===== src/hw/rtl/tsd_pkg.sv =====
package tsd_pkg;

    localparam int unsigned DELAY_W = 16;
    localparam int unsigned TEMP_W  = 10;
    localparam int unsigned OP_W    = 2;
    localparam int unsigned CIDX_W  = 2;

    typedef enum logic [OP_W-1:0] {
        OP_REQUEST = 2'd0,
        OP_REPLY   = 2'd1,
        OP_CANCEL  = 2'd2
    } t_op;

    // Configuration register indexes
    localparam logic [CIDX_W-1:0] CFG_DELAY   = 2'd0;
    localparam logic [CIDX_W-1:0] CFG_FLOOR   = 2'd1;
    localparam logic [CIDX_W-1:0] CFG_CEILING = 2'd2;

    localparam logic [DELAY_W-1:0]       DELAY_RST   = 16'd60;
    localparam logic signed [TEMP_W-1:0] FLOOR_RST   = -10'sd50;
    localparam logic signed [TEMP_W-1:0] CEILING_RST = 10'sd200;

    typedef struct packed {
        logic [DELAY_W-1:0]       delay;
        logic signed [TEMP_W-1:0] floor;
        logic signed [TEMP_W-1:0] ceiling;
    } t_cfg;

endpackage


===== src/hw/rtl/tsd_cfg_regs.sv =====
module tsd_cfg_regs (
    input  logic                       i_clk,
    input  logic                       i_rst_n,
    input  logic                       i_cfg_valid,
    output logic                       o_cfg_ready,
    input  logic [tsd_pkg::CIDX_W-1:0] i_cfg_index,
    input  logic [15:0]                i_cfg_data,
    output tsd_pkg::t_cfg              o_cfg
);
    import tsd_pkg::*;

    t_cfg r_cfg;
    t_cfg n_cfg;

    assign o_cfg_ready = 1'b1;
    assign o_cfg       = r_cfg;

    always_comb begin
        n_cfg = r_cfg;
        if (i_cfg_valid) begin
            case (i_cfg_index)
                CFG_DELAY:   n_cfg.delay   = i_cfg_data[DELAY_W-1:0];
                CFG_FLOOR:   n_cfg.floor   = $signed(i_cfg_data[TEMP_W-1:0]);
                CFG_CEILING: n_cfg.ceiling = $signed(i_cfg_data[TEMP_W-1:0]);
                default:     n_cfg = r_cfg;
            endcase
        end
    end

    always_ff @(posedge i_clk) begin
        if (!i_rst_n) begin
            r_cfg.delay   <= DELAY_RST;
            r_cfg.floor   <= FLOOR_RST;
            r_cfg.ceiling <= CEILING_RST;
        end else begin
            r_cfg <= n_cfg;
        end
    end

endmodule


===== src/hw/rtl/tsd_in_stage.sv =====
module tsd_in_stage #(
    parameter int unsigned DW = 48
) (
    input  logic                     i_clk,
    input  logic                     i_rst_n,
    input  logic                     i_valid,
    output logic                     o_ready,
    input  logic [DW-1:0]            i_data,
    input  logic [tsd_pkg::OP_W-1:0] i_user,
    input  logic                     i_adv,
    output logic                     o_valid,
    output logic [DW-1:0]            o_data,
    output logic [tsd_pkg::OP_W-1:0] o_user
);
    import tsd_pkg::*;

    logic            r_valid;
    logic [DW-1:0]   r_data;
    logic [OP_W-1:0] r_user;
    logic            w_load;

    // take a new word when empty or when the held word moves on this cycle
    assign o_ready = !r_valid || i_adv;
    assign w_load  = i_valid && o_ready;
    assign o_valid = r_valid;
    assign o_data  = r_data;
    assign o_user  = r_user;

    always_ff @(posedge i_clk) begin
        if (!i_rst_n) begin
            r_valid <= 1'b0;
        end else if (o_ready) begin
            r_valid <= i_valid;
        end
    end

    always_ff @(posedge i_clk) begin
        if (w_load) begin
            r_data <= i_data;
            r_user <= i_user;
        end
    end

endmodule


===== src/hw/rtl/tsd_core.sv =====
module tsd_core #(
    parameter int unsigned STATUS_BITS = 3,
    parameter int unsigned TIME_BITS   = 32
) (
    input  logic                              i_clk,
    input  logic                              i_rst_n,
    input  tsd_pkg::t_cfg                     i_cfg,
    input  logic                              i_adv,
    input  logic [tsd_pkg::OP_W-1:0]          i_op,
    input  logic                              i_start_ok,
    input  logic                              i_read_ok,
    input  logic [STATUS_BITS-1:0]            i_status,
    input  logic signed [tsd_pkg::TEMP_W-1:0] i_reading,
    input  logic [TIME_BITS-1:0]              i_now,
    output logic                              o_notify,
    output logic [STATUS_BITS-1:0]            o_status,
    output logic signed [tsd_pkg::TEMP_W-1:0] o_temp,
    output logic                              o_temp_valid,
    output logic                              o_in_trans,
    output logic                              o_pending
);
    import tsd_pkg::*;

    logic [STATUS_BITS-1:0]   r_cur,   n_cur;
    logic [STATUS_BITS-1:0]   r_cand,  n_cand;
    logic [TIME_BITS-1:0]     r_start, n_start;
    logic                     r_trans, n_trans;
    logic signed [TEMP_W-1:0] r_temp,  n_temp;
    logic                     r_tval,  n_tval;
    logic                     r_pend,  n_pend;

    logic                 w_reply;
    logic                 w_in_win;
    logic [TIME_BITS-1:0] w_elapsed;
    logic                 w_expired;

    assign w_in_win  = (i_reading >= i_cfg.floor) && (i_reading <= i_cfg.ceiling);
    assign w_elapsed = i_now - r_start;
    assign w_expired = (i_now > r_start) &&
                       (w_elapsed > {{(TIME_BITS-DELAY_W){1'b0}}, i_cfg.delay});

    always_comb begin
        n_cur   = r_cur;
        n_cand  = r_cand;
        n_start = r_start;
        n_trans = r_trans;
        n_temp  = r_temp;
        n_tval  = r_tval;
        n_pend  = r_pend;
        w_reply = 1'b0;

        case (i_op)
            OP_REQUEST: begin
                if (!r_pend) begin
                    n_pend = 1'b1;
                    // a failed start completes right away as a reply
                    w_reply = !i_start_ok;
                end
            end
            OP_REPLY:  w_reply = r_pend;
            OP_CANCEL: n_pend = 1'b0;
            default:   w_reply = 1'b0;
        endcase

        if (w_reply) begin
            n_pend = 1'b0;
            if (i_read_ok && w_in_win) begin
                n_temp = i_reading;
                n_tval = 1'b1;
                if (i_status == r_cur) begin
                    n_cand  = i_status;
                    n_start = '0;
                    n_trans = 1'b0;
                end else if (!r_trans || (r_cand != i_status)) begin
                    n_cand  = i_status;
                    n_start = i_now;
                    n_trans = 1'b1;
                end else if (w_expired) begin
                    n_cur   = i_status;
                    n_cand  = i_status;
                    n_start = '0;
                    n_trans = 1'b0;
                end
            end
        end
    end

    assign o_notify     = w_reply;
    assign o_status     = n_cur;
    assign o_temp       = n_temp;
    assign o_temp_valid = n_tval;
    assign o_in_trans   = n_trans;
    assign o_pending    = n_pend;

    always_ff @(posedge i_clk) begin
        if (!i_rst_n) begin
            r_cur   <= '0;
            r_cand  <= '0;
            r_start <= '0;
            r_trans <= 1'b0;
            r_temp  <= '0;
            r_tval  <= 1'b0;
            r_pend  <= 1'b0;
        end else if (i_adv) begin
            r_cur   <= n_cur;
            r_cand  <= n_cand;
            r_start <= n_start;
            r_trans <= n_trans;
            r_temp  <= n_temp;
            r_tval  <= n_tval;
            r_pend  <= n_pend;
        end
    end

endmodule


===== src/hw/rtl/tsd_out_stage.sv =====
module tsd_out_stage #(
    parameter int unsigned DW = 24
) (
    input  logic          i_clk,
    input  logic          i_rst_n,
    input  logic          i_load,
    input  logic [DW-1:0] i_data,
    input  logic          i_ready,
    output logic          o_valid,
    output logic [DW-1:0] o_data,
    output logic          o_free
);
    logic          r_valid;
    logic [DW-1:0] r_data;

    // free when empty or when the held word is taken this cycle
    assign o_free  = !r_valid || i_ready;
    assign o_valid = r_valid;
    assign o_data  = r_data;

    always_ff @(posedge i_clk) begin
        if (!i_rst_n) begin
            r_valid <= 1'b0;
        end else if (o_free) begin
            r_valid <= i_load;
        end
    end

    always_ff @(posedge i_clk) begin
        if (i_load) begin
            r_data <= i_data;
        end
    end

endmodule


===== src/hw/rtl/thermal_status_debouncer_top.sv =====
// An accepted input word sits in the input register, goes through the
// combinational state update and waits in the result register for m_axis.
// Throughput: 1 word per cycle while m_axis does not stall.
// Reset: synchronous, active low; clears status, transition, cached temperature
// and pending mark, and loads the configuration defaults (delay 60, -50..200 C).
module thermal_status_debouncer_top #(
    parameter int unsigned STATUS_BITS = 3,
    parameter int unsigned TIME_BITS   = 32,
    localparam int unsigned IN_DW  = ((2 + STATUS_BITS + 10 + TIME_BITS + 7) / 8) * 8,
    localparam int unsigned OUT_DW = ((4 + STATUS_BITS + 10 + 7) / 8) * 8
) (
    input  logic                       i_clk,
    input  logic                       i_rst_n,
    input  logic                       s_axis_tvalid,
    output logic                       s_axis_tready,
    // start_ok, read_ok, sensor_status, reading, now_seconds, zero pad
    input  logic [IN_DW-1:0]           s_axis_tdata,
    // operation
    input  logic [tsd_pkg::OP_W-1:0]   s_axis_tuser,
    output logic                       m_axis_tvalid,
    input  logic                       m_axis_tready,
    // notify, accepted_status, cached_temp, temp_valid, in_transition,
    // pending_out, zero pad
    output logic [OUT_DW-1:0]          m_axis_tdata,
    input  logic                       i_cfg_valid,
    output logic                       o_cfg_ready,
    input  logic [tsd_pkg::CIDX_W-1:0] i_cfg_index,
    input  logic [15:0]                i_cfg_data
);
    import tsd_pkg::*;

    localparam int unsigned ST_LO  = 2;
    localparam int unsigned RD_LO  = ST_LO + STATUS_BITS;
    localparam int unsigned NOW_LO = RD_LO + TEMP_W;
    localparam int unsigned RES_W  = 4 + STATUS_BITS + TEMP_W;

    t_cfg                     w_cfg;
    logic                     w_in_valid;
    logic [IN_DW-1:0]         w_in_data;
    logic [OP_W-1:0]          w_in_user;
    logic                     w_out_free;
    logic                     w_adv;
    logic                     w_notify;
    logic [STATUS_BITS-1:0]   w_status;
    logic signed [TEMP_W-1:0] w_temp;
    logic                     w_tval;
    logic                     w_trans;
    logic                     w_pend;
    logic [OUT_DW-1:0]        w_res;

    assign w_adv = w_in_valid && w_out_free;

    tsd_cfg_regs u_cfg (
        .i_clk       (i_clk),
        .i_rst_n     (i_rst_n),
        .i_cfg_valid (i_cfg_valid),
        .o_cfg_ready (o_cfg_ready),
        .i_cfg_index (i_cfg_index),
        .i_cfg_data  (i_cfg_data),
        .o_cfg       (w_cfg)
    );

    tsd_in_stage #(.DW(IN_DW)) u_in (
        .i_clk   (i_clk),
        .i_rst_n (i_rst_n),
        .i_valid (s_axis_tvalid),
        .o_ready (s_axis_tready),
        .i_data  (s_axis_tdata),
        .i_user  (s_axis_tuser),
        .i_adv   (w_adv),
        .o_valid (w_in_valid),
        .o_data  (w_in_data),
        .o_user  (w_in_user)
    );

    tsd_core #(
        .STATUS_BITS (STATUS_BITS),
        .TIME_BITS   (TIME_BITS)
    ) u_core (
        .i_clk        (i_clk),
        .i_rst_n      (i_rst_n),
        .i_cfg        (w_cfg),
        .i_adv        (w_adv),
        .i_op         (w_in_user),
        .i_start_ok   (w_in_data[0]),
        .i_read_ok    (w_in_data[1]),
        .i_status     (w_in_data[ST_LO +: STATUS_BITS]),
        .i_reading    ($signed(w_in_data[RD_LO +: TEMP_W])),
        .i_now        (w_in_data[NOW_LO +: TIME_BITS]),
        .o_notify     (w_notify),
        .o_status     (w_status),
        .o_temp       (w_temp),
        .o_temp_valid (w_tval),
        .o_in_trans   (w_trans),
        .o_pending    (w_pend)
    );

    assign w_res = {{(OUT_DW-RES_W){1'b0}}, w_pend, w_trans, w_tval, w_temp,
                    w_status, w_notify};

    tsd_out_stage #(.DW(OUT_DW)) u_out (
        .i_clk   (i_clk),
        .i_rst_n (i_rst_n),
        .i_load  (w_adv),
        .i_data  (w_res),
        .i_ready (m_axis_tready),
        .o_valid (m_axis_tvalid),
        .o_data  (m_axis_tdata),
        .o_free  (w_out_free)
    );

endmodule


===== config.mk =====
export PLATFORM = sky130hd
export DESIGN_NAME = thermal_status_debouncer_top
export DESIGN_NICKNAME = d
export VERILOG_FILES = /design/src/hw/rtl/tsd_pkg.sv /design/src/hw/rtl/tsd_cfg_regs.sv /design/src/hw/rtl/tsd_in_stage.sv /design/src/hw/rtl/tsd_core.sv /design/src/hw/rtl/tsd_out_stage.sv /design/src/hw/rtl/thermal_status_debouncer_top.sv
export SDC_FILE = /design/constraint.sdc
export NUM_CORES = 1
export LEC_CHECK = 0
export ABC_CLOCK_PERIOD_IN_PS = 5100
export CORE_MARGIN = 10
export CORE_UTILIZATION = 44
export DETAILED_ROUTE_END_ITERATION = 6
export DONT_BUFFER_PORTS = 1
export SLEW_MARGIN = 40
export SYNTH_ARGS = -nofsm -noshare
export SYNTH_HDL_FRONTEND = slang
export SYNTH_HIERARCHICAL = 1
export SYNTH_SLANG_ARGS = --single-unit

===== constraint.sdc =====
create_clock -name i_clk -period 5.1 [get_ports i_clk]
set_clock_uncertainty 0.2 [all_clocks]
set_input_delay 0.255 -clock i_clk [delete_from_list [all_inputs] [get_ports i_clk]]
set_output_delay 0.255 -clock i_clk [all_outputs]
set_load 0.03 [all_outputs]

Yosys cells after proc, flatten, opt, wreduce, memory -nomap -nowiden

Cells that the tools add are included.

Register bits: 155
Input bits: 73
Output and inout port bits: 27
Logic and storage cells: 69

$add $sub $neg: 1
$lt $le $gt $ge: 4
Eq/ne operators: 6
Mux-type cells: 24
Reduce and logical (&&, ||, !) cells: 19

Operator list:

| operator                                                         | count |
|---|---|
| 32-bit 2-to-1 mux                                                | 3 |
| 32-bit by 16-bit > comparator with 1-bit output                  | 1 |
| 32-bit > comparator                                              | 1 |
| 32-bit subtractor                                                | 1 |
| 3-bit 2-to-1 mux                                                 | 8 |
| 10-bit 2-to-1 mux                                                | 2 |
| 10-bit >= comparator                                             | 1 |
| 10-bit less-or-equal comparator                                  | 1 |
| 1-bit 2-to-1 mux                                                 | 9 |
| 2-bit AND reduction                                              | 3 |
| 1-bit logical AND                                                | 5 |
| 2-bit by 1-bit == test with 1-bit output (second input constant) | 2 |
| 2-bit == test (second input constant)                            | 2 |
| 1-bit logical NOT                                                | 4 |
| 2-bit logical NOT                                                | 2 |
| 1-bit case mux with 2 select lines                               | 2 |
| 4-bit AND reduction                                              | 1 |
| 3-bit == test                                                    | 1 |
| 1-bit logical OR                                                 | 3 |
| 3-bit != test                                                    | 1 |
| 3-bit nonzero test                                               | 1 |

Longest topological paths before layout

Word-level depth: 8
Mapped depth: 25
Mapped depth without buffers: 23

By module

Netlist, hierarchy kept.

By module, submodules not included:

| module                       | instances | cells an instance | area an instance (um2) | sequential area each (um2) |
|---|---|---|---|---|
| tsd_core                     | 1         | 626               | 4903.5                 | 1021.0 |
| tsd_in_stage                 | 1         | 55                | 1559.0                 | 1521.5 |
| tsd_cfg_regs                 | 1         | 150               | 1506.4                 | 720.7 |
| tsd_out_stage                | 1         | 28                | 769.5                  | 740.7 |
| thermal_status_debouncer_top | 1         | 2                 | 10.0                   | 0.0 |

Worst setup path before layout

OpenSTA, ideal clock, no wires.

Path kind: flip-flop to flip-flop
Start point: register u_in.r_data[15], in the netlist u_in/o_data[15]
End point: register u_core.r_cand[0]
Library setup time: 0.072 ns
Arrival time: 4.413 ns
Data required time: 4.828 ns
Path slack: 0.416 ns
Cell stages (with the launch flop): 24
Path buffers: 2
Clock period less this slack: 4.684 ns
Cells stage by stage: edfxtp_1 > inv_1 > ha_1 > fa_1 > nand2b_1 > a21oi_1 > nor2_1 > o21ai_0 > nand3_1 > nand2_1 > a21oi_1 > xnor2_1 > ha_1 > nand4_1 > or4_1 > nor2_1 > o221ai_1 > nor4_2 > nand4_1 > o31ai_4 > a21o_1 > buf_6 > buf_6 > mux2i_1

Longest elaborated chain between the ends: 5
Elaborated cells on any way between the ends: 6
Classes of those cells: add/sub (1); order compare (2); reduce/logical (3)

RTL lines:

| item                                            | RTL line           | text |
|---|---|---|
| start: declaration                              | tsd_in_stage.sv:18 | `logic [DW-1:0] r_data;` |
| start signal: assignment                        | tsd_in_stage.sv:39 | `r_data <= i_data;` |
| 32-bit subtractor                               | tsd_core.sv:38     | `assign w_elapsed = i_now - r_start;` |
| 32-bit by 16-bit > comparator with 1-bit output | tsd_core.sv:40     | `(w_elapsed > {{(TIME_BITS-DELAY_W){1'b0}}, i_cfg.delay});` |
| 1-bit logical AND *                             | tsd_core.sv:39     | `assign w_expired = (i_now > r_start) &&` |
| 3-bit nonzero test (no source line) *           | --                 |  |
| 4-bit AND reduction (no source line) *          | --                 |  |
| end signal: assignment                          | tsd_core.sv:106    | `r_cand <= n_cand;` |
| end: declaration                                | tsd_core.sv:25     | `logic [STATUS_BITS-1:0] r_cand, n_cand;` |

Every way passes the cells marked *; elsewhere a longest branch is shown, timed or not.
A chain may end at the register's enable or synchronous reset.

Final worst setup path

Start point: register u_in.r_data[21], in the netlist u_in/o_data[21]
End point: register u_core.r_start[7]

Longest elaborated chain between the ends: 5
Elaborated cells on any way between the ends: 6
Classes of those cells: add/sub (1); order compare (2); reduce/logical (3)

RTL lines:

| item                                            | RTL line        | text |
|---|---|---|
| 32-bit subtractor                               | tsd_core.sv:38  |  |
| 32-bit by 16-bit > comparator with 1-bit output | tsd_core.sv:40  |  |
| 1-bit logical AND *                             | tsd_core.sv:39  |  |
| 3-bit nonzero test (no source line) *           | --              |  |
| 4-bit AND reduction (no source line) *          | --              |  |
| end signal: assignment                          | tsd_core.sv:107 | `r_start <= n_start;` |
| end: declaration                                | tsd_core.sv:26  | `logic [TIME_BITS-1:0] r_start, n_start;` |

Marks and branches as above.

==> results.toml <==
[status]
status = "finished, final reports clean"

[clock_tree]
cts_root_buf = "clkbuf_16"
cts_buffer_depth = 2
clk_latency_ps = 430
numCtsBuffers = 17
htree_levels = 4
path_clk_slew_ps = 70
tritoncts = "built"
clock_sinks = 162

[pwr]
power_density_nw_per_um2 = 305.4
peakVddDrop_mv = 0.2348
p_leak_nw = 4.144

[worst_setup_path]
crit_family = "simple AND/OR/NAND/NOR gates"
slowest_stage = "or4_4"
worstPathRequired_ps = 5260
crit_type = "flip-flop to flip-flop"
crit_arrival_ps = 5020
crit_chain = "ha_1, a21oi_1, o21ai_0, and3_1, a41o_1, nor2_1, nor3_1, nor2_1, xnor2_1, ha_1, nand4_1, or4_4, nor2_4, o221ai_2, nor4_2, nand4_1, o31ai_4, a21o_4, clkbuf_16, a32o_2"
path_max_fanout = 16
crit_cells = 20
critPathCaptureType = "flip-flop"
r2r_start = "u_in/o_data[21]"
rr_worst_depth = 20
crit_buf_inv = 1
cp-startpoint = "u_in/o_data[21]"
cpPeakStageDelay_ps = 460
start_kind = "flip-flop"

[synthesis]
yosysWarningCount = 6
syn_area_um2 = 8718
syn_inst = 860
syn_avg_cell_area_um2 = 10.14

[timing]
finalSetupViolCount = 0
slew_violations = 0
post-route-period-util = 0.9518
whs_ps = 69.31
worstMarginPinSlew_ps = 694.4
fin_setup_tns_ps = 0
maxSlewHeadroom = 0.5371
fin_crit_ps = 4854
fin_ws_ps = 245.8
max_freq_ghz = 0.2060
hold_viol_final = 0

[global_route]
grt_max_degree = 113
grt_first_pass_wirelength_um = 32350
grt_pass1_vias = 6500
antenna_found_initial = 0
overflow = 0
grt_usage = 0.1521

[placement]
pre_cts_ws_ps = -3.339
dp_hpwl_um = 13750
finalWeightedCongestion = 0.8628
place_area_um2 = 8997
placement.io_buffers = 0

[final_layout]
utilization = 0.5412
syn_to_final_growth_pct = 20.81
drive_gt1_frac = 0.1077
design_area_um2 = 10530
n_antenna_cell = 0
finalNetCount = 1085

[hold_path]
min_from = "i_rst_n"
hold_class = "input port to flip-flop"
holdPathStages = 2

[floorplanning]
start_util = 0.4480
core-area_um2 = 19460
die_h_um = 160.8
rows = 51
ioPinCount = 100
dieWidth_um = 160.8
die_area_um2 = 25850

[detailed_routing]
wl_per_cell_um = 16.17
drtIter0Drc = 358
drc = 0
routed_via_density = 5.244
firstDrtPassIters = 4
antenna_left = 0
wirelength_um = 19750
vias = 6403

[flow_run]
cap_violations = 0
[timing repair]
item / in CTS / in global routing
hold buffers: 75 / 0
endpoints found under the hold margin: 138 / 0
pin swaps: 1 / 10
resized for setup: 2 / 21
endpoints found under the setup margin: 34 / 42
buffers inserted: 0 / 2
gates cloned: 0 / 1
[per-layer routing]
| metal | up-vias | part of all wire | global-route usage |
|---|---|---|---|
| li1 | 3249 | - | - |
| met5 | - | 0 | 0 |
| met4 | 0 | 0.013 | 0.04591 |
| met1 | 3024 | 0.45 | 0.1814 |
| met2 | 112 | 0.50 | 0.2637 |
| met3 | 18 | 0.036 | 0.03809 |
[power by group]
part / switching [mW] / internal [mW] / leakage, nW
logic: 0.225 / 0.184 / 2.41
clock network: 0.555 / 0.787 / 0.299
registers: 0.0516 / 1.41 / 1.43
total: 0.831 / 2.38 / 4.14
[metrics by stage]
stage / power, mW / instances
2_1_floorplan: 1.756 / 866
3_3_place_gp: 1.824 / 1110
3_5_place_dp: 1.827 / 1111
4_1_cts: 3.243 / 1218
5_1_grt: 3.371 / 1221
6_report: 3.216 / 1221
[final cells by class]
| type | instances | area, µm² |
|---|---|---|
| repair buffers | 96 | 959.7 |
| fillers | 1746 | 8930 |
| clock buffers | 17 | 425.4 |
| well taps | 265 | 331.6 |
| flip-flops and latches | 162 | 3974 |
| clock inverters | 15 | 200.2 |
| multi-input cells | 583 | 4330 |
| inverters | 83 | 311.5 |
[worst paths after layout]
check                      end  slack [ps]
max          u_core/r_start[7]         250
min            u_cfg/o_cfg[24]          70
max reg2reg  u_core/r_start[7]         250
min reg2reg    u_cfg/o_cfg[32]         260
[flip-flops by register name, indices dropped and copies added, names as in the netlist]
register        cells
u_cfg/o_cfg        36
u_core/r_cand       3
u_core/r_cur        3
u_core/r_pend       1
u_core/r_start     32
u_core/r_temp      10
u_core/r_trans      1
u_core/r_tval       1
u_in/o_data        47
u_in/o_user         2
u_in/o_valid        1
u_out/o_data       24
u_out/o_valid       1
[placed cells by master, fill, tap and decap left out, types with 8 or more instances in the layout]
master,n
a21boi_0,10
a21oi_1,41
a32o_1,25
buf_4,18
clkbuf_16,18
conb_1,8
dfxtp_1,89
dlygate4sd3_1,74
edfxtp_1,73
ha_1,66
inv_1,83
mux2_2,13
mux2i_1,36
nand2_1,97
nand3_1,21
nand4_1,15
nor2_1,35
nor2b_1,20
nor3_1,15
o211ai_1,10
o21ai_0,27
xnor2_1,25
Power figures use the tool's default switching activity.
